## src/design/bst_pkg.sv

```systemverilog
package bst_pkg;

    localparam int RESIDUAL_W = 16;
    localparam int SQUARE_W   = 31;
    localparam int MEAN_W     = 15;
    localparam int FACTOR_W   = 16;
    localparam int RATING_W   = 4;
    localparam int OP_W       = 2;
    localparam int USER_W     = 19;
    localparam int MOVIE_W    = 15;
    localparam int OPND_W     = 18;
    localparam int PROD_W     = 2 * OPND_W;
    localparam int DIFF_W     = 18;
    localparam int WIDE_W     = 20;

    localparam logic [MEAN_W-1:0]   MEAN_RESET  = 15'd14759;
    localparam logic [FACTOR_W-1:0] RATE_RESET  = 16'd727;
    localparam logic [FACTOR_W-1:0] REG_RESET   = 16'd2949;
    localparam logic [FACTOR_W-1:0] DECAY_RESET = 16'd58982;

    typedef enum logic [1:0] {
        REG_MEAN  = 2'd0,
        REG_RATE  = 2'd1,
        REG_SHRNK = 2'd2,
        REG_DECAY = 2'd3
    } reg_idx_t;

    typedef enum logic [OP_W-1:0] {
        OP_TRAIN = 2'd0,
        OP_EVAL  = 2'd1,
        OP_EPOCH = 2'd2,
        OP_NONE  = 2'd3
    } op_t;

    typedef enum logic [3:0] {
        ST_CLEAR,
        ST_IDLE,
        ST_READ,
        ST_PRED,
        ST_SQ,
        ST_SHRINK_U,
        ST_SHRINK_M,
        ST_STEP_U,
        ST_STEP_M,
        ST_WRITE_M,
        ST_DECAY,
        ST_DECAY_WB,
        ST_DONE
    } state_t;

    typedef enum logic [2:0] {
        MUL_SQ,
        MUL_SHU,
        MUL_SHM,
        MUL_STU,
        MUL_STM,
        MUL_DECAY
    } mul_sel_t;

    typedef struct packed {
        logic     ready;
        logic     clearing;
        logic     rd_en;
        logic     pred_en;
        mul_sel_t mul_sel;
        logic     sq_en;
        logic     diffu_en;
        logic     diffm_en;
        logic     wr_u;
        logic     wr_m;
        logic     rate_en;
        logic     done;
    } ctrl_t;

endpackage

```

## src/design/bst_mul.sv

```systemverilog
module bst_mul (
    input  logic                                  aclk,
    input  logic signed [bst_pkg::OPND_W-1:0]     a,
    input  logic signed [bst_pkg::OPND_W-1:0]     b,
    output logic signed [bst_pkg::PROD_W-1:0]     prod
);

    logic signed [bst_pkg::PROD_W-1:0] prod_reg;

    always_ff @(posedge aclk) begin
        prod_reg <= a * b;
    end

    assign prod = prod_reg;

endmodule

```

## config.mk

```make
export PLATFORM = sky130hd
export DESIGN_NAME = bst_mul
export DESIGN_NICKNAME = d
export VERILOG_FILES = /design/src/design/bst_pkg.sv /design/src/design/bst_mul.sv
export SDC_FILE = /design/constraint.sdc
export NUM_CORES = 1
export LEC_CHECK = 0
export BUFFER_PORTS_ARGS = -buffer_cell sky130_fd_sc_hd__buf_2
export CORE_MARGIN = 2
export CORE_UTILIZATION = 55
export CTS_CLUSTER_DIAMETER = 60
export DETAILED_ROUTE_END_ITERATION = 10
export HOLD_SLACK_MARGIN = 0.1
export PLACE_DENSITY_LB_ADDON = 0.05
export SLEW_MARGIN = 15
export SYNTH_ARGS = -nofsm -noshare
export SYNTH_HDL_FRONTEND = slang
export SYNTH_SLANG_ARGS = --single-unit
```

## constraint.sdc

```tcl
create_clock -name aclk -period 8 [get_ports aclk]
set_clock_uncertainty 0.1 [all_clocks]
set_input_delay 0 -clock aclk [delete_from_list [all_inputs] [get_ports aclk]]
set_output_delay 0 -clock aclk [all_outputs]
set_load 0.01 [all_outputs]
```

==> qor.txt, run 1 <==
Final min period = 6260 ps
Worst-Margin Slew = 605 ps
Port bufs = 72
Critical path peak fanout = 18
Post-synthesis cell type count = 48
Most frequent cells in the layout = inv_1 (371), fa_1 (329), and2_1 (163)
Share of layout cells above drive strength 1 = 0.0664
CTS Root Buffer Type = clkbuf_16
CTS Hold Bufs = 0
Gpl congestion = 0.852
Critical path origin = b[3]
Slew margin rel. = 0.592
CTS tree = done
Yosys reg bits = 36
Post-DP HPWL = 26300 microns
Final core occ = 0.589
CTS buffer count = 5
Mean Syn Cell Area = 9.37 sq um
Setup violators final = 0
Yosys top cell area share = 0.510
Crit. End Element = flip-flop
Clock Pin Slew Worst Setup and Hold Paths = 60 ps
Hold Crit Start = b[0]
Final Max Tran Viols = 0
Post-DR vias/cell = 5.15
Placement-stage cell area = 13500 sq um
Worst hold path class = input port to flip-flop
Fmax = 160 MHz
Synth-to-Final Area Change = 6.05%
CP Class = input port to flip-flop
ANT cells = 0
Net count after synthesis = 1837
Initial Util = 0.555
Number of global-route vias before repair = 9440
Core area = 23300 sq um
Antenna violations before repair = 0
Crit start category = input port
Residual DRC = 0
Final hold violation count = 0
Synth warn = 0
Pin count of the biggest net entering global routing = 20
RSZ-0062 raised after global routing = false
Fill cell count = 2151
Die area = 24700 sq um
Clock Tree Buf Depth = 2
CTS H-tree lvls = 2
Cells after Synth = 1378
Sequential fraction of the synthesis area = 0.0558
Antenna-violating nets left = 0
WHS Path Cells = 2
Post-route cell area = 13700 sq um
Num rows = 56
Ports = 73
Mapped Area = 12900 sq um
Commonest non-fill, non-tap cell in the layout = inv_1
First-pass GRT wire length = 49500 microns
DRT iter0 DRCs = 376
Crit share post-route = 0.782
Ranking of synthesized cells by area = fa_1 (51%), inv_1 (11%), ha_1 (9.0%)
Worst hold path endpoint = prod[0]$_DFF_P_
Chip width = 157 microns
Max_cap viols = 0
Post-CTS sizing = 0
Critical Path RT = 8120 ps
Critical path arrival = 6380 ps
Post-synth EDFFs = 0
Setup bufs post-CTS = 0
Sink Count = 36
Status = completed
Via count = 8943
Die Ht = 157 microns
Nets = 1874
Leading area contributor after synthesis = fa_1
Final Routed Wirelength = 31000 microns
Max FFs per register = 36
Final TNS setup = 0 ps
First-pass detailed-route iteration total = 5
Total GRT Usage = 0.269
Main flop type after synthesis = dfxtp_1
Ys async rst share = 0
WL per Instance = 17.9 microns
Grt ovf = 0
worst max-delay path, stage by stage:
cell and delay [ps]:
buf_2 320, nand2_1 210, fa_1 570, inv_1 130
fa_1 870, fa_1 530, fa_1 510, fa_1 500
inv_1 50, fa_1 470, inv_1 40, ha_1 350
and3_1 260, and4_1 190, o211ai_1 100, o211ai_1 190
o41ai_1 550, o2111ai_1 200, a21oi_1 200, xnor2_1 130
per-layer routing:
layer | track usage | vias to the layer above | share of wire
li1 | - | 4046 | -
met5 | 0 | - | 0
met2 | 0.523 | 196 | 0.57
met3 | 0.0245 | 66 | 0.029
met4 | 0.119 | 0 | 0.049
met1 | 0.295 | 4635 | 0.35
cell families after synthesis:
kind of cell	share of synthesized area
multiplexers	0.00165
buffers and inverters	0.121
adder cells (fa/ha/maj)	0.600
AND/OR/NAND/NOR	0.154
XOR/XNOR	0.0231
AO/OA/AOI/OAI	0.0448
flip-flops	0.0558
cell usage after synthesis (all sizes together) (3+ instances only):
cell type  number
nor2b          17
nand2b          9
a21oi          22
o21bai          5
and2          163
xnor2          32
dfxtp          36
nor3            5
o211ai          5
a21boi          3
clkbuf         44
a2111oi         3
nor2           18
inv           371
a211o           3
a31oi           5
nand2         157
fa            329
ha             93
o21ai          16
nand3           6
a21o            8
per-stage QoR:
step	worst slack, ps	std cells	hold WS, ps
floorplan	1870	1378	21.7
global placement	1590	1727	293
detailed placement	1410	1727	292
CTS	1720	1735	113
global route	1350	1735	134
finish	1740	1735	130
worst max-delay path by stage:
stage / to / slack (ps) / cells after the start
3_5_place_dp: prod[35]$_DFF_P_ / 1410 / 24
5_1_grt: prod[35]$_DFF_P_ / 1350 / 24
2_1_floorplan: prod[35]$_DFF_P_ / 1870 / 25
6_report: prod[35]$_DFF_P_ / 1740 / 20
4_1_cts: prod[35]$_DFF_P_ / 1720 / 24
3_3_place_gp: prod[35]$_DFF_P_ / 1590 / 20
area by class of cell:
cell class | instances | area [sq um] | area share
multi-input combinational | 927 | 10600 | 0.777
clock buffer | 5 | 125 | 0.00914
sequential | 36 | 721 | 0.0526
clock inverter | 3 | 46.3 | 0.00338
timing repair buffer | 74 | 375 | 0.0274
tap | 319 | 399 | 0.0291
inverter | 371 | 1390 | 0.102
Power of run 1 is not shown: default switching activity piles up to over one toggle a cycle in this logic, so the estimate is an artifact.
==> run 2, diff against run 1 <==
==> constraint.sdc (replaced) <==
create_clock -name aclk -period 5.2 [get_ports aclk]
set_clock_uncertainty 0.1 [all_clocks]
set_input_delay 0 -clock aclk [delete_from_list [all_inputs] [get_ports aclk]]
set_output_delay 0 -clock aclk [all_outputs]
set_load 0.01 [all_outputs]
==> run 2 against run 1 <==
The run now ends with negative setup slack left. First-iteration DRC count up 9.6%. Flip-flop and latch count unchanged. Worst hold slack better by 1.6 ps. Sequential share of layout area down 0.83 points. Largest cell class unchanged.
==> qor.txt, run 2 (synthesis results as in run 1) <==
Post-DR vias/cell = 5.04 (-2.3%)
Crit share post-route = 1.04
Antenna-violating nets left = 0 (unchanged)
RSZ-0062 raised after global routing = true
Post-DP HPWL = 28300 microns (+7.6%)
Critical Path RT = 5300 ps (-2820 ps)
Initial Util = 0.555 (unchanged)
Final Routed Wirelength = 33200 microns (+6.9%)
Sink Count = 36 (unchanged)
First-pass GRT wire length = 55200 microns (+12%)
Worst path depth = 22 (+10%)
CP Class = input port to flip-flop
Die area = 24700 sq um (unchanged)
Core area = 23300 sq um (unchanged)
CTS buffer count = 5 (unchanged)
Post-route cell area = 16300 sq um (+19%)
Clock Pin Slew Worst Setup and Hold Paths = 60 ps (about the same)
Worst-Margin Slew = 376 ps (-229 ps)
Crit start category = input port
Slew margin rel. = 0.747 (+0.155)
ANT cells = 0 (unchanged)
Max_cap viols = 0 (unchanged)
Residual DRC = 0 (unchanged)
Port bufs = 72 (unchanged)
Status = finished with violations
WL per Instance = 17.1 microns (-4.3%)
CTS tree = done
Final hold violation count = 0 (unchanged)
Worst path bufs/invs = 7 (+3)
Placement-stage cell area = 15200 sq um (+12%)
Critical path origin = a[14]
Inst Count DP = 1906 (+10%)
Via count = 9763 (+9.2%)
Most common cell on crit path = fa_1
CTS H-tree lvls = 2 (unchanged)
Pin count of the biggest net entering global routing = 18 (-10%)
Fmax = 186 MHz
First-pass detailed-route iteration total = 5 (unchanged)
Die Ht = 157 microns (unchanged)
Kind of cell adding the most delay to the critical path = adder cells
DRT iter0 DRCs = 412 (+9.6%)
Gpl congestion = 0.859 (+0.83%)
Critical path arrival = 5480 ps (-900 ps)
Crit path cell chain = buf_6 -> buf_4 -> and2_1 -> fa_1 -> fa_1 -> ha_1 -> inv_1 -> fa_1 -> inv_1 -> fa_1 -> inv_1 -> fa_2 -> inv_2 -> ha_4 -> buf_4 -> o21a_1 -> o2111ai_1 -> a21oi_2 -> or4_4 -> a41o_1 -> a21oi_2 -> xnor2_1
Setup ws final = -187 ps (-1930 ps)
Total GRT Usage = 0.294 (+0.0255)
Synth-to-Final Area Change = 25.9%
CTS Hold Bufs = 0 (unchanged)
Final Max Tran Viols = 0 (unchanged)
Setup violators final = 7 (+7)
Num rows = 56 (unchanged)
Share of layout cells above drive strength 1 = 0.262 (+0.196)
Final min period = 5390 ps
Worst hold path class = input port to flip-flop
Setup crit end = prod[28]$_DFF_P_
CTS Root Buffer Type = clkbuf_16
CP max-delay cell = fa_2
Final Instance Count excl. Fillers = 1938 (+12%)
Antenna violations before repair = 0 (unchanged)
Ports = 73 (unchanged)
Clock Tree Buf Depth = 2 (unchanged)
Most frequent cells in the layout = inv_1 (347), fa_1 (309), buf_4 (183)
Grt ovf = 0 (unchanged)
Crit. End Element = flip-flop
CP peak stage delay = 590 ps (-280 ps)
Number of global-route vias before repair = 11200 (+18%)
Commonest non-fill, non-tap cell in the layout = inv_1
Max FFs per register = 36 (unchanged)
Chip width = 157 microns (unchanged)
Nets = 2077 (+11%)
Critical path peak fanout = 8 (-10)
Failing checks = negative setup slack
[run 2: changes by cell type in the layout (fill, tap and decap cells not counted), moves of 20 or more]
cell	previous run	this run
buf_2	72	40
inv_2	0	22
fa_1	329	309
buf_6	0	36
buf_4	2	183
ha_1	93	73
inv_1	371	347
fa_2	0	20
[run 2: metal layers]
layer | vias up | share of wire | wire (microns) | track usage
met1 | 4946 | 0.36 | 11800 | 0.327
met5 | - | 0 | 0 | 0
met4 | 0 | 0.061 | 2030 | 0.148
met2 | 254 | 0.54 | 17900 | 0.554
li1 | 4461 | - | - | -
met3 | 102 | 0.043 | 1430 | 0.0355
[run 2: stage by stage]
step,utilization,setup TNS [ps],setup slack (ps),hold WS (ps)
after floorplan,-,-424,-152,21.7
after global placement,0.652,-8310,-690,295
after detailed placement,0.652,-7950,-711,293
after CTS,0.688,-502,-185,111
after global routing,0.699,-2590,-372,149
final,0.699,-594,-187,132
[run 2: timing repair]
item	in CTS	in global routing
gates cloned	1	1
gates resized for setup	150	50
setup endpoints to repair	14	17
setup buffers	22	11
pin swaps	78	44
[run 2: worst min path at each step]
stage,end,from,slack [ps],cells past startpoint
after floorplan,prod[0]$_DFF_P_,a[0],20,1
after global placement,prod[15],prod[15]$_DFF_P_,290,1
after detailed placement,prod[1],prod[1]$_DFF_P_,290,1
after CTS,prod[0]$_DFF_P_,b[0],110,3
after global routing,prod[0]$_DFF_P_,b[0],150,3
final,prod[0]$_DFF_P_,b[0],130,3
[run 2: area by class of cell]
| class | instances | area, sq um |
|---|---|---|
| clock inverter | 3 | 42.5 |
| timing repair buffer | 277 | 2330 |
| clock buffer | 5 | 125 |
| sequential | 36 | 721 |
| multi-input combinational | 927 | 11200 |
| inverter | 371 | 1400 |
| tap | 319 | 399 |
| fill | 1903 | 7000 |
Power of run 2 is left out for the same reason.
==> run 3, diff against run 2 <==
--- a/config.mk
+++ b/config.mk
@@ -6,12 +6,14 @@
 export NUM_CORES = 1
 export LEC_CHECK = 0
 export BUFFER_PORTS_ARGS = -buffer_cell sky130_fd_sc_hd__buf_2
+export CORE_ASPECT_RATIO = 1.2
 export CORE_MARGIN = 2
 export CORE_UTILIZATION = 55
 export CTS_CLUSTER_DIAMETER = 60
 export DETAILED_ROUTE_END_ITERATION = 10
 export HOLD_SLACK_MARGIN = 0.1
 export PLACE_DENSITY_LB_ADDON = 0.05
+export SETUP_SLACK_MARGIN = 0.5
 export SLEW_MARGIN = 15
 export SYNTH_ARGS = -nofsm -noshare
 export SYNTH_HDL_FRONTEND = slang
==> constraint.sdc (replaced) <==
create_clock -name aclk -period 5.29 [get_ports aclk]
set_clock_uncertainty 0.1 [all_clocks]
set_input_delay 0 -clock aclk [delete_from_list [all_inputs] [get_ports aclk]]
set_output_delay 0 -clock aclk [all_outputs]
set_load 0.01 [all_outputs]
==> run 3 against run 2 <==
The run still ends with negative setup slack left. Wire length is 0.25% lower. Worst hold slack better by 19 ps. First-iteration DRC count is 17% lower. Critical endpoint is now prod[33]$_DFF_P_. Highest routed layer unchanged.
==> qor.txt, run 3 (synthesis results as in run 1) <==
Status = finished with violations
Most frequent cells in the layout = inv_1 (334), fa_1 (304), buf_4 (172)
Failing checks = negative setup slack
Setup violators final = 4 (-3)
Grt ovf = 0 (unchanged)
Post-DR vias/cell = 5.10 (+1.3%)
Crit. End Element = flip-flop
ANT cells = 0 (unchanged)
Crit share post-route = 1.02
Sink Count = 36 (unchanged)
Setup ws final = -94.4 ps (+92.1 ps)
Residual DRC = 0 (unchanged)
CTS buffer count = 5 (unchanged)
Slew margin rel. = 0.759 (+0.0128)
Nets = 2069 (-0.39%)
Chip width = 144 microns (-8.5%)
Share of layout cells above drive strength 1 = 0.284 (+0.0224)
RSZ-0062 raised after global routing = true
Final Max Tran Viols = 0 (unchanged)
CTS tree = done
CTS Root Buffer Type = clkbuf_16
Initial Util = 0.558 (+0.00327)
DRT iter0 DRCs = 340 (-17%)
Ports = 73 (unchanged)
First-pass detailed-route iteration total = 5 (unchanged)
Max FFs per register = 36 (unchanged)
Clock Pin Slew Worst Setup and Hold Paths = 60 ps (about the same)
Critical path peak fanout = 7 (-1)
Crit start category = input port
Post-DP HPWL = 28600 microns (+1.3%)
Max_cap viols = 0 (unchanged)
Inst Count DP = 1895 (-0.58%)
Final min period = 5380 ps
Num rows = 61 (+8.9%)
CTS H-tree lvls = 2 (unchanged)
Commonest non-fill, non-tap cell in the layout = inv_1
Final hold violation count = 0 (unchanged)
Final Instance Count excl. Fillers = 1926 (-0.62%)
Gpl congestion = 0.898 (+4.6%)
Fmax = 186 MHz
Critical Path RT = 5360 ps (+60 ps)
Total GRT Usage = 0.293 (-0.00110)
Die area = 24700 sq um (about the same)
Port bufs = 72 (unchanged)
Worst-Margin Slew = 358 ps (-17.9 ps)
CP Class = input port to flip-flop
Final Routed Wirelength = 33100 microns (-0.25%)
Core area = 23100 sq um (-0.59%)
Clock Tree Buf Depth = 2 (unchanged)
WL per Instance = 17.2 microns (+0.37%)
Via count = 9831 (+0.70%)
First-pass GRT wire length = 54100 microns (-1.9%)
Number of global-route vias before repair = 11300 (+1.2%)
Antenna-violating nets left = 0 (unchanged)
Pin count of the biggest net entering global routing = 17 (-1)
Antenna violations before repair = 0 (unchanged)
Synth-to-Final Area Change = 26.1%
Die Ht = 172 microns (+9.3%)
Critical path arrival = 5460 ps (-20 ps)
Worst hold path class = input port to flip-flop
-- run 3: final timing paths --
check | startpoint | slack (ps) | depth (start not counted) | end
worst max-delay path | b[17] | -90 | 21 | prod[33]$_DFF_P_
worst min-delay path | a[0] | 150 | 3 | prod[0]$_DFF_P_
-- run 3: layer usage --
layer,global-route usage,routed length (microns),vias to the layer above
met5,0,0,-
met4,0.191,2610,0
met3,0.0249,686,117
met2,0.588,19200,202
met1,0.279,10600,5063
li1,-,-,4449
-- run 3: worst max-delay path: stages --
cell and delay [ps]:
clkbuf_4 170, buf_4 170, nor2b_2 160, fa_1 460, fa_1 540, fa_2 640, fa_1 470, fa_1 500
inv_1 50, fa_1 470, inv_1 60, ha_4 230, and2_1 190, and4_1 210, o211ai_1 110, o211ai_1 190
o41ai_2 360, buf_4 170, o21bai_1 60, a21oi_1 160, xnor2_1 90
-- run 3: what timing repair did --
item | CTS | global route
hold buffers | 1 | 0
endpoints found under the hold margin | 1 | 0
endpoints found under the setup margin | 21 | 22
pin swaps | 65 | 75
buffers inserted | 11 | 10
gates cloned | 1 | 0
resized for setup | 130 | 99
-- run 3: layout make-up --
cell class,instances,area (sq um)
Fill cell,1844,6840
Tap cell,315,394
Multi-Input combinational cell,927,11400
Clock buffer,5,125
Sequential cell,36,721
Clock inverter,3,18.8
Inverter,371,1400
Timing Repair Buffer,269,2200
-- run 3: stage by stage --
step / setup WS (ps) / hold slack, ps / instance area, sq um / setup TNS [ps] / utilization
after floorplan: -61.3 / 21.7 / 13500 / -103 / -
after global placement: -443 / 295 / 15200 / -5160 / 0.657
after detailed placement: -501 / 294 / 15200 / -5380 / 0.657
after CTS: -52.4 / 143 / 15900 / -103 / 0.688
after global routing: -290 / 149 / 16300 / -1340 / 0.704
final: -94.4 / 151 / 16300 / -217 / 0.704
Power of run 3 is left out for the same reason.
