**config.mk**
```make
export PLATFORM = sky130hd
export DESIGN_NAME = bst_seq
export DESIGN_NICKNAME = d
export VERILOG_FILES = /design/src/design/bst_pkg.sv /design/src/design/bst_seq.sv
export SDC_FILE = /design/constraint.sdc
export NUM_CORES = 1
export LEC_CHECK = 0
export BUFFER_PORTS_ARGS = -buffer_cell sky130_fd_sc_hd__buf_2
export CORE_AREA = 2 2 39 41
export DETAILED_ROUTE_END_ITERATION = 10
export DIE_AREA = 0 0 41 43
export GPL_ROUTABILITY_DRIVEN = 0
export PLACE_DENSITY = 0.7
export SLEW_MARGIN = 20
export SYNTH_ARGS = -nofsm -noshare
export SYNTH_HDL_FRONTEND = slang
export SYNTH_SLANG_ARGS = --single-unit
```
**constraint.sdc**
```tcl
create_clock -name aclk -period 1 [get_ports aclk]
set_input_delay 0.2 -clock aclk [delete_from_list [all_inputs] [get_ports aclk]]
set_output_delay 0.2 -clock aclk [all_outputs]
set_load 0.005 [all_outputs]
```
**src/design/bst_pkg.sv**
```systemverilog
package bst_pkg;

    localparam int RESIDUAL_W = 16;
    localparam int SQUARE_W   = 31;
    localparam int MEAN_W     = 15;
    localparam int FACTOR_W   = 16;
    localparam int RATING_W   = 4;
    localparam int OP_W       = 2;
    localparam int USER_W     = 19;
    localparam int MOVIE_W    = 15;
    localparam int OPND_W     = 18;
    localparam int PROD_W     = 2 * OPND_W;
    localparam int DIFF_W     = 18;
    localparam int WIDE_W     = 20;

    localparam logic [MEAN_W-1:0]   MEAN_RESET  = 15'd14759;
    localparam logic [FACTOR_W-1:0] RATE_RESET  = 16'd727;
    localparam logic [FACTOR_W-1:0] REG_RESET   = 16'd2949;
    localparam logic [FACTOR_W-1:0] DECAY_RESET = 16'd58982;

    typedef enum logic [1:0] {
        REG_MEAN  = 2'd0,
        REG_RATE  = 2'd1,
        REG_SHRNK = 2'd2,
        REG_DECAY = 2'd3
    } reg_idx_t;

    typedef enum logic [OP_W-1:0] {
        OP_TRAIN = 2'd0,
        OP_EVAL  = 2'd1,
        OP_EPOCH = 2'd2,
        OP_NONE  = 2'd3
    } op_t;

    typedef enum logic [3:0] {
        ST_CLEAR,
        ST_IDLE,
        ST_READ,
        ST_PRED,
        ST_SQ,
        ST_SHRINK_U,
        ST_SHRINK_M,
        ST_STEP_U,
        ST_STEP_M,
        ST_WRITE_M,
        ST_DECAY,
        ST_DECAY_WB,
        ST_DONE
    } state_t;

    typedef enum logic [2:0] {
        MUL_SQ,
        MUL_SHU,
        MUL_SHM,
        MUL_STU,
        MUL_STM,
        MUL_DECAY
    } mul_sel_t;

    typedef struct packed {
        logic     ready;
        logic     clearing;
        logic     rd_en;
        logic     pred_en;
        mul_sel_t mul_sel;
        logic     sq_en;
        logic     diffu_en;
        logic     diffm_en;
        logic     wr_u;
        logic     wr_m;
        logic     rate_en;
        logic     done;
    } ctrl_t;

endpackage

```
**src/design/bst_seq.sv**
```systemverilog
module bst_seq (
    input  logic                  aclk,
    input  logic                  aresetn,
    input  logic                  s_valid,
    input  logic [bst_pkg::OP_W-1:0] s_op,
    input  logic [bst_pkg::OP_W-1:0] op,
    input  logic                  clr_last,
    input  logic                  out_free,
    output bst_pkg::ctrl_t        ctrl
);

    bst_pkg::state_t state_reg;
    bst_pkg::state_t state_next;

    always_ff @(posedge aclk) begin
        if (!aresetn) begin
            state_reg <= bst_pkg::ST_CLEAR;
        end else begin
            state_reg <= state_next;
        end
    end

    always_comb begin
        state_next = state_reg;
        case (state_reg)
            bst_pkg::ST_CLEAR: begin
                if (clr_last) begin
                    state_next = bst_pkg::ST_IDLE;
                end
            end
            bst_pkg::ST_IDLE: begin
                if (s_valid) begin
                    if (s_op == bst_pkg::OP_EPOCH) begin
                        state_next = bst_pkg::ST_DECAY;
                    end else if (s_op == bst_pkg::OP_NONE) begin
                        state_next = bst_pkg::ST_DONE;
                    end else begin
                        state_next = bst_pkg::ST_READ;
                    end
                end
            end
            bst_pkg::ST_READ:     state_next = bst_pkg::ST_PRED;
            bst_pkg::ST_PRED:     state_next = bst_pkg::ST_SQ;
            bst_pkg::ST_SQ:       state_next = bst_pkg::ST_SHRINK_U;
            bst_pkg::ST_SHRINK_U: begin
                if (op == bst_pkg::OP_TRAIN) begin
                    state_next = bst_pkg::ST_SHRINK_M;
                end else begin
                    state_next = bst_pkg::ST_DONE;
                end
            end
            bst_pkg::ST_SHRINK_M: state_next = bst_pkg::ST_STEP_U;
            bst_pkg::ST_STEP_U:   state_next = bst_pkg::ST_STEP_M;
            bst_pkg::ST_STEP_M:   state_next = bst_pkg::ST_WRITE_M;
            bst_pkg::ST_WRITE_M:  state_next = bst_pkg::ST_DONE;
            bst_pkg::ST_DECAY:    state_next = bst_pkg::ST_DECAY_WB;
            bst_pkg::ST_DECAY_WB: state_next = bst_pkg::ST_DONE;
            bst_pkg::ST_DONE: begin
                if (out_free) begin
                    state_next = bst_pkg::ST_IDLE;
                end
            end
            default:              state_next = bst_pkg::ST_CLEAR;
        endcase
    end

    always_comb begin
        ctrl          = '0;
        ctrl.mul_sel  = bst_pkg::MUL_SQ;
        case (state_reg)
            bst_pkg::ST_CLEAR:    ctrl.clearing = 1'b1;
            bst_pkg::ST_IDLE:     ctrl.ready    = 1'b1;
            bst_pkg::ST_READ:     ctrl.rd_en    = 1'b1;
            bst_pkg::ST_PRED:     ctrl.pred_en  = 1'b1;
            bst_pkg::ST_SQ:       ctrl.mul_sel  = bst_pkg::MUL_SQ;
            bst_pkg::ST_SHRINK_U: begin
                ctrl.sq_en    = 1'b1;
                ctrl.mul_sel  = bst_pkg::MUL_SHU;
            end
            bst_pkg::ST_SHRINK_M: begin
                ctrl.diffu_en = 1'b1;
                ctrl.mul_sel  = bst_pkg::MUL_SHM;
            end
            bst_pkg::ST_STEP_U: begin
                ctrl.diffm_en = 1'b1;
                ctrl.mul_sel  = bst_pkg::MUL_STU;
            end
            bst_pkg::ST_STEP_M: begin
                ctrl.wr_u     = 1'b1;
                ctrl.mul_sel  = bst_pkg::MUL_STM;
            end
            bst_pkg::ST_WRITE_M:  ctrl.wr_m     = 1'b1;
            bst_pkg::ST_DECAY:    ctrl.mul_sel  = bst_pkg::MUL_DECAY;
            bst_pkg::ST_DECAY_WB: ctrl.rate_en  = 1'b1;
            bst_pkg::ST_DONE:     ctrl.done     = 1'b1;
            default:              ctrl.clearing = 1'b0;
        endcase
    end

endmodule

```
==> results of run 1 <==
-- stage by stage --
step	cell area, um2	setup WS (ns)
final	724	-0.315
after global routing	724	-0.356
after CTS	684	-0.325
after detailed placement	554	-0.245
after global placement	554	-0.219
after floorplan	402	-0.0359
-- cells in the mapped netlist --
cell type / number
nor2_1: 10
o21ai_0: 2
o22ai_1: 1
nand4_1: 1
buf_4: 2
nor2b_1: 2
or2_1: 1
nand2b_1: 3
inv_1: 3
nand3b_1: 1
and4_1: 1
nand2b_2: 1
mux2i_1: 1
nand2_4: 1
nand3_1: 1
o21a_1: 1
dfxtp_1: 4
nor3_1: 4
a31oi_1: 1
o21ai_1: 3
a21oi_1: 6
nor4_1: 1
buf_6: 2
nand2_1: 2
o211ai_1: 1
o32a_1: 1
-- repair_timing --
action,4_1_cts,5_1_grt
pin swaps,8,4
buffers inserted,7,0
gates resized for setup,19,9
endpoints found under the hold margin,0,0
setup endpoints to repair,18,18
-- power breakdown --
group	internal (W)	switching, W	leakage (nW)
clock	0.000134	0.0000673	0.0138
combinational	0.000210	0.000179	0.291
sequential	0.000179	0.0000342	0.0356
total	0.000523	0.000280	0.340
-- cells in the final DEF, fill, tap and decap left out, drive strengths merged, types with 2 or more instances in the layout --
cell	instances
a21oi	6
nor2	10
nand2	3
o21ai	5
dfxtp	4
nor2b	2
nand2b	4
nor3	4
clkbuf	3
buf	37
inv	3
-- worst max-delay path by stage --
| stage | endpoint | slack (ns) | cells past startpoint |
|---|---|---|---|
| 6_report | ctrl[7] | -0.32 | 3 |
| 5_1_grt | ctrl[7] | -0.36 | 3 |
| 4_1_cts | ctrl[7] | -0.32 | 3 |
| 3_5_place_dp | state_reg[0] | -0.24 | 4 |
| 3_3_place_gp | state_reg[3] | -0.22 | 4 |
| 2_1_floorplan | ctrl[7] | -0.04 | 3 |
-- metal layers --
metal,vias to the layer above,global-route usage [%]
li1,277,-
met2,22,26.9
met3,2,7.85
met1,247,19.9
met5,-,0
met4,0,6.00
-- cell type report --
class | count | area [um2]
Timing Repair Buffer | 37 | 249
Fill cell | 136 | 659
Clock buffer | 3 | 22.5
Tap cell | 16 | 20.0
Multi-Input combinational cell | 46 | 327
Inverter | 3 | 11.3
Sequential cell | 4 | 95.1
-- cells by family after synthesis --
| group | after synthesis | synth area share, % |
|---|---|---|
| AO/OA/AOI/OAI | 16 | 23.9 |
| AND/OR/NAND/NOR | 29 | 40.3 |
| multiplexers | 1 | 2.58 |
| flip-flops | 4 | 20.6 |
| buffers and inverters | 7 | 12.6 |
-- worst register-to-register path, stage by stage (launching register included) --
cell	delay [ns]
dfxtp_4	0.37
buf_6	0.12
mux2i_1	0.17
nand4_1	0.15
a21oi_1	0.16
nor2b_1	0.06
==> out/qor.yml, run 1 <==
outcome:
  run_status: "finished, violations left"
  violations: "setup timing"
critical_path:
  start_kind: "flop"
  cp_max_fo: 6
  critPathCaptureType: "primary output"
  path_class: "flop to primary output"
  path_buf_inv: 1
  slowest_delay_ns: 0.35
  crit_start: "state_reg[2]"
  r2r_setup_slack_ns: -0.14
  critPathArrivalTime_ns: 1.12
  rr_worst_depth: 5
  reg2reg_from: "state_reg[0]"
  cp_cell_sequence: "or2_4 -> o22ai_2 -> buf_2"
  cp_slowest_cell: "dfxtp_4"
  worst-endpoint-required_ns: 0.80
  cp_top_family: "flip-flops"
  r2r-end: "state_reg[0]"
synth:
  synth_top_cell_area_share_pct: 20.6
  yosys_register_bits: 4
  avgSynthCellArea_um2: 6.80
  ys_warn_count: 0
  synth_nets: 66
  synth_cell_types: 26
  yosysSeqAreaShare_pct: 20.6
  synth_area_leaders: "dfxtp_1, nor2_1, a21oi_1, buf_6, nor3_1"
  yosys.area.top_type: "dfxtp_1"
  netlist_area_um2: 388
  postSynthCellCount: 57
route:
  firstDrtPassIters: 4
  met1_length_um: 522
  routed_via_density: 5.03
  routedWlPerCell_um: 11.8
  drt-total-wl_um: 1280
  wl_met2_um: 683
  via_count: 548
  drt-initial-drc-count: 8
  routed-wl-met3_um: 71
  drc_errors: 0
  drt.antenna.violating_nets: 0
  top_layer: "met4"
timing:
  tightest_slew_ns: 0.240
  slew_violations: 0
  timing.slew.headroom_pct: 83.8
  max_freq_ghz: 0.760
  hold_violations: 0
  period_share_pct: 132
  fin_ws_ns: -0.315
  fin_skew_ns: 0.00321
  fin_setup_tns_ns: -3.79
  setup_viol: 18
  grt_setup_unrepaired: "true"
  whs_ns: 0.256
  min_period_ns: 1.32
cells_and_area:
  fin_util_pct: 52.4
  drive_gt1_share_pct: 63.4
  nets: 104
  largest_reg_flops: 4
  diodes: 0
  final_cells: 109
  areaGrowthSynthToFinish_pct: 86.8
floorplanning:
  ioPinCount: 23
  dieArea_mm2: 0.00176
  die_w_um: 41
  core_area_mm2: 0.00138
  start_util_pct: 28.0
  die_h_um: 43
  core.rowCount: 14
cts:
  cts_buffers: 3
  cts_max_level: 1
  clkSinkCount: 4
  cts_hold_buf: 0
  root_buffer: "clkbuf_4"
  path_clk_slew_ns: 0.04
  clk_path_buf_depth: 2
  insertion_delay_ns: 0.23
  cts_tree: "built"
placement:
  io_buffers: 22
  post-place-cells: 99
  hpwl_um: 877
grt:
  grt_overflow: 0
  grt_max_degree: 8
  grt_usage_pct: 17.3
  grt_pass1_vias: 508
  antenna_found_initial: 0
  grt_first_pass_wirelength_um: 2120
pwr:
  total_power_w: 0.000803
  ir_drop_mv: 0.819
  powerDensity_mw_per_mm2: 1110
  p_leak_nw: 0.340
job:
  drv_cap: 0
min_path:
  worstHoldPathCells: 2
  min-delay-start: "aresetn"
  hold_end: "state_reg[0]"
  min_path_type: "primary input to flop"
(Power assumes the default switching activity.)
==> run 2: changes to the inputs <==
--- a/config.mk
+++ b/config.mk
@@ -6,9 +6,9 @@
 export NUM_CORES = 1
 export LEC_CHECK = 0
 export BUFFER_PORTS_ARGS = -buffer_cell sky130_fd_sc_hd__buf_2
-export CORE_AREA = 2 2 39 41
+export CORE_AREA = 5 5 42 44
 export DETAILED_ROUTE_END_ITERATION = 10
-export DIE_AREA = 0 0 41 43
+export DIE_AREA = 0 0 47 49
 export GPL_ROUTABILITY_DRIVEN = 0
 export PLACE_DENSITY = 0.7
 export SLEW_MARGIN = 20
==> out/qor.yml, run 2 (synthesized netlist as in run 1, its figures left out) <==
cells_and_area:
  nets: 102  # -1.9%
  largest_reg_flops: 4  # unchanged
  layout_common_cells: "buf_2, nor2_1, buf_4, a21oi_1, buf_6"
  fillerInstances: 129  # -5.1%
  areaGrowthSynthToFinish_pct: 82.9
  drive_gt1_share_pct: 63.7  # +0.30 points
  ff_latch_area_um2: 95.1  # unchanged
  multiInputGateArea_um2: 330  # +1.1%
  fin_area_um2: 709  # -2.1%
  diodes: 0  # unchanged
  fin_util_pct: 50.6  # -1.7 points
  final_common_cell: "buf_2"
timing:
  whs_ns: 0.238  # -0.0186 ns
  timing.slew.headroom_pct: 80.6  # -3.2 points
  max_freq_ghz: 0.750  # -1.4%
  min_period_ns: 1.33  # +0.0190 ns
  setup_viol: 18  # unchanged
  tightest_slew_ns: 0.288  # +0.0478 ns
  slew_violations: 0  # unchanged
  hold_violations: 0  # unchanged
  fin_skew_ns: 0.00822  # +0.00500 ns
  grt_setup_unrepaired: "true"
  fin_setup_tns_ns: -4.68  # -0.889 ns
  fin_ws_ns: -0.334  # -0.0190 ns
  period_share_pct: 133  # +1.9 points
cts:
  cts_buffers: 3  # unchanged
  path_clk_slew_ns: 0.04  # about the same
  clk_path_buf_depth: 2  # unchanged
  clkSinkCount: 4  # unchanged
  cts_tree: "built"
  insertion_delay_ns: 0.25  # +0.02 ns
  root_buffer: "clkbuf_4"
  cts_hold_buf: 0  # unchanged
  cts_max_level: 1  # unchanged
grt:
  grt_overflow: 0  # unchanged
  grt_usage_pct: 12.1  # -5.2 points
  grt_first_pass_wirelength_um: 2070  # -2.3%
  antenna_found_initial: 0  # unchanged
  grt_pass1_vias: 499  # -1.8%
  grt_max_degree: 9  # +1
route:
  routedWlPerCell_um: 14.1  # +20%
  routed_via_density: 5.55  # +10%
  firstDrtPassIters: 4  # unchanged
  drt.antenna.violating_nets: 0  # unchanged
  via_count: 594  # +8.4%
  drt-initial-drc-count: 22  # +14
  drt-total-wl_um: 1510  # +18%
  drc_errors: 0  # unchanged
placement:
  io_buffers: 22  # unchanged
  place_area_um2: 532  # -4.1%
  hpwl_um: 944  # +7.6%
min_path:
  min_path_type: "primary input to flop"
critical_path:
  start_kind: "flop"
  critPathCaptureType: "primary output"
  critPathArrivalTime_ns: 1.13  # about the same
  cp_max_fo: 6  # unchanged
  path_class: "flop to primary output"
  worst-endpoint-required_ns: 0.80  # about the same
outcome:
  violations: "setup timing"
  run_status: "finished, violations left"
floorplanning:
  die_h_um: 49  # +14%
  ioPinCount: 23  # unchanged
  core.rowCount: 14  # unchanged
  dieArea_mm2: 0.00230  # +31%
  start_util_pct: 27.7  # -0.35 points
  die_w_um: 47  # +15%
  core_area_mm2: 0.00140  # +1.3%
pwr:
  p_leak_nw: 0.323  # -5.2%
  ir_drop_mv: 0.391  # -52%
  powerDensity_mw_per_mm2: 1160  # +4.6%
  total_power_w: 0.000823  # +2.4%
job:
  drv_cap: 0  # unchanged
## run 2: path summary, 6_finish.rpt
| kind | startpoint | end | slack [ns] | depth (start not counted) |
|---|---|---|---|---|
| hold reg to reg | state_reg[0] | state_reg[0] | 0.76 | 4 |
| setup reg to reg | state_reg[2] | state_reg[3] | -0.32 | 6 |
| setup / recovery | state_reg[0] | ctrl[7] | -0.33 | 3 |
| hold / removal | aresetn | state_reg[0] | 0.24 | 2 |
## run 2: repair_timing
action,in CTS,in global routing
gates cloned,0,0
resized for setup,22,10
pin swaps,6,5
setup endpoints to repair,18,18
setup buffers,6,3
endpoints found under the hold margin,0,0
## run 2: critical path, cell delays in order (launching register included)
cell and delay [ns]:
dfxtp_4 0.37, or2_4 0.26, o22ai_2 0.13, buf_2 0.13
## run 2: final cells by class
| type | count | area share [%] |
|---|---|---|
| clock buffers | 3 | 3.17 |
| multi-input cells | 46 | 46.6 |
| inverters | 3 | 1.59 |
| well taps | 16 | 2.82 |
| repair buffers | 35 | 32.5 |
| flip-flops and latches | 4 | 13.4 |
## run 2: where the power goes
part / total (W) / internal, W / leakage [nW] / switching (W)
Combinational: 0.000392 / 0.000200 / 0.273 / 0.000192
Clock: 0.000212 / 0.000135 / 0.0138 / 0.0000774
Sequential: 0.000218 / 0.000179 / 0.0356 / 0.0000395
Total: 0.000823 / 0.000514 / 0.323 / 0.000309
## run 2: stage by stage
stage	std cells	setup WS, ns
after floorplan	57	-0.0359
after global placement	96	-0.224
after detailed placement	96	-0.272
after CTS	105	-0.325
after global routing	107	-0.395
final	107	-0.334
## run 2: per-layer routing
metal	wire, um	GRT usage, %	vias up
met2	761	19.7	44
met3	160	1.11	5
li1	-	-	271
met1	560	14.6	274
met5	0	0	-
met4	29	6.91	0
==> run 3: changes to the inputs <==
==> constraint.sdc (replaced) <==
create_clock -name aclk -period 1 [get_ports aclk]
set_input_delay 0.25 -clock aclk [delete_from_list [all_inputs] [get_ports aclk]]
set_output_delay 0.25 -clock aclk [all_outputs]
set_load 0.005 [all_outputs]
==> out/qor.yml, run 3 (synthesized netlist as in run 1, its figures left out) <==
cts:
  clkSinkCount: 4  # unchanged
  insertion_delay_ns: 0.24  # about the same
  clk_path_buf_depth: 2  # unchanged
  cts_max_level: 1  # unchanged
  path_clk_slew_ns: 0.04  # about the same
  root_buffer: "clkbuf_4"
  cts_tree: "built"
  cts_hold_buf: 0  # unchanged
  cts_buffers: 3  # unchanged
route:
  drc_errors: 0  # unchanged
  drt-total-wl_um: 1680  # +11%
  routedWlPerCell_um: 14.5  # +2.4%
  drt-initial-drc-count: 8  # -64%
  via_count: 603  # +1.5%
  routed_via_density: 5.20  # -6.4%
  firstDrtPassIters: 4  # unchanged
  drt.antenna.violating_nets: 0  # unchanged
cells_and_area:
  diodes: 0  # unchanged
  final_common_cell: "buf_2"
  fin_area_um2: 800  # +13%
  drive_gt1_share_pct: 71.0  # +7.3 points
  final_cells: 116  # +8.4%
  areaGrowthSynthToFinish_pct: 106
  layout_common_cells: "buf_2, buf_4, buf_6, nor2_1, a21oi_1"
  nets: 111  # +8.8%
  largest_reg_flops: 4  # unchanged
min_path:
  min_path_type: "primary input to flop"
outcome:
  run_status: "finished, violations left"
  violations: "setup timing"
timing:
  slew_violations: 0  # unchanged
  fin_ws_ns: -0.373  # -0.0388 ns
  setup_viol: 18  # unchanged
  period_share_pct: 137  # +3.9 points
  fin_skew_ns: 0.00171  # -0.00651 ns
  grt_setup_unrepaired: "true"
  hold_violations: 0  # unchanged
  max_freq_ghz: 0.728  # -2.8%
  whs_ns: 0.294  # +0.0567 ns
  timing.slew.headroom_pct: 80.2  # -0.40 points
  min_period_ns: 1.37  # +0.0388 ns
  tightest_slew_ns: 0.294  # +0.00598 ns
floorplanning:
  dieArea_mm2: 0.00230  # unchanged
  ioPinCount: 23  # unchanged
  die_h_um: 49  # unchanged
  core_area_mm2: 0.00140  # unchanged
  core.rowCount: 14  # unchanged
  start_util_pct: 27.7  # unchanged
  die_w_um: 47  # unchanged
critical_path:
  crit_path_end: "ctrl[7]"
  critPathArrivalTime_ns: 1.12  # about the same
  crit_start: "state_reg[0]"
  r2r-end: "state_reg[0]"
  worst-endpoint-required_ns: 0.75  # -0.05 ns
  cp_max_fo: 5  # -1
  start_kind: "flop"
  cp_slowest_cell: "dfxtp_4"
  critPathCaptureType: "primary output"
  cp_cell_sequence: "or2_4 -> o22ai_2 -> buf_2"
  path_class: "flop to primary output"
  r2r_setup_slack_ns: -0.28  # +0.04 ns
  slowest_delay_ns: 0.36  # about the same
  reg2reg_from: "state_reg[0]"
  rr_worst_depth: 5  # -1
grt:
  grt_util_met1_pct: 17.1  # +2.5 points
  grt_pass1_vias: 588  # +18%
  grt_usage_pct: 15.1  # +3.0 points
  grt_busiest_layer: "met2"
  use_met3_pct: 2.58  # +1.5 points
  grt_first_pass_wirelength_um: 2520  # +22%
  grt_overflow: 0  # unchanged
  grt_max_degree: 8  # -1
  grt_use_met2_pct: 22.4  # +2.7 points
  antenna_found_initial: 0  # unchanged
pwr:
  powerDensity_mw_per_mm2: 1150  # -0.91%
  ir_drop_mv: 0.684  # +75%
  p_leak_nw: 0.387  # +20%
placement:
  place_area_um2: 569  # +7.1%
  io_buffers: 22  # unchanged
  hpwl_um: 1100  # +16%
  post-place-cells: 101  # +5.2%
job:
  drv_cap: 0  # unchanged
==> run 3: cell types whose count changed in the layout (fill, tap and decap cells not counted), sizes merged <==
cell | before | now
buf | 35 | 44
==> run 3: area by class of cell <==
type | count | area (um2)
flip-flops and latches | 4 | 95.1
repair buffers | 44 | 309
well taps | 16 | 20.0
fillers | 122 | 602
multi-input cells | 46 | 342
clock buffers | 3 | 22.5
inverters | 3 | 11.3
==> run 3: what timing repair did <==
item | 4_1_cts | 5_1_grt
gates cloned | 0 | 0
setup buffers | 10 | 2
resized for setup | 27 | 10
hold endpoints to repair | 0 | 0
setup endpoints to repair | 18 | 18
pin swaps | 9 | 10
==> run 3: how the worst min path moves through the flow <==
stage	startpoint	endpoint	slack, ns	cells after the start
after floorplan	aresetn	state_reg[0]	0.38	1
after global placement	aresetn	state_reg[0]	0.52	2
after detailed placement	aresetn	state_reg[0]	0.51	2
after CTS	aresetn	state_reg[0]	0.27	2
after global routing	aresetn	state_reg[0]	0.31	2
final	aresetn	state_reg[2]	0.29	3
==> run 3: routing by layer <==
layer | up-vias | share of wire (%)
met5 | - | 0
met2 | 25 | 52
met1 | 281 | 38
li1 | 289 | -
met3 | 8 | 5.9
met4 | 0 | 4.7
==> run 3: power by group <==
part / internal (W) / total, W / switching (W) / leakage [nW]
clock: 0.000135 / 0.000210 / 0.0000750 / 0.0138
combinational: 0.000270 / 0.000499 / 0.000229 / 0.337
sequential: 0.000179 / 0.000211 / 0.0000320 / 0.0356
total: 0.000583 / 0.000919 / 0.000336 / 0.387
==> run 3: per-stage QoR <==
stage          utilization (%)  setup slack (ns)  TNS [ns]  total power [W]
2_1_floorplan                -           -0.0859    -0.371         0.000405
3_3_place_gp              40.6            -0.192     -2.87         0.000512
3_5_place_dp              40.6            -0.235     -3.23         0.000523
4_1_cts                   52.9            -0.369     -4.60         0.000848
5_1_grt                   57.1            -0.405     -5.99         0.000967
6_report                  57.1            -0.373     -5.06         0.000919
==> run 3: worst max-delay path: cells and delay by family, from the launching register on <==
family	cells	cell delay, ns
and+or+nand+nor	1	0.26
AOI/OAI and AO/OA	1	0.13
DFF	1	0.36
buffers and inverters	1	0.13
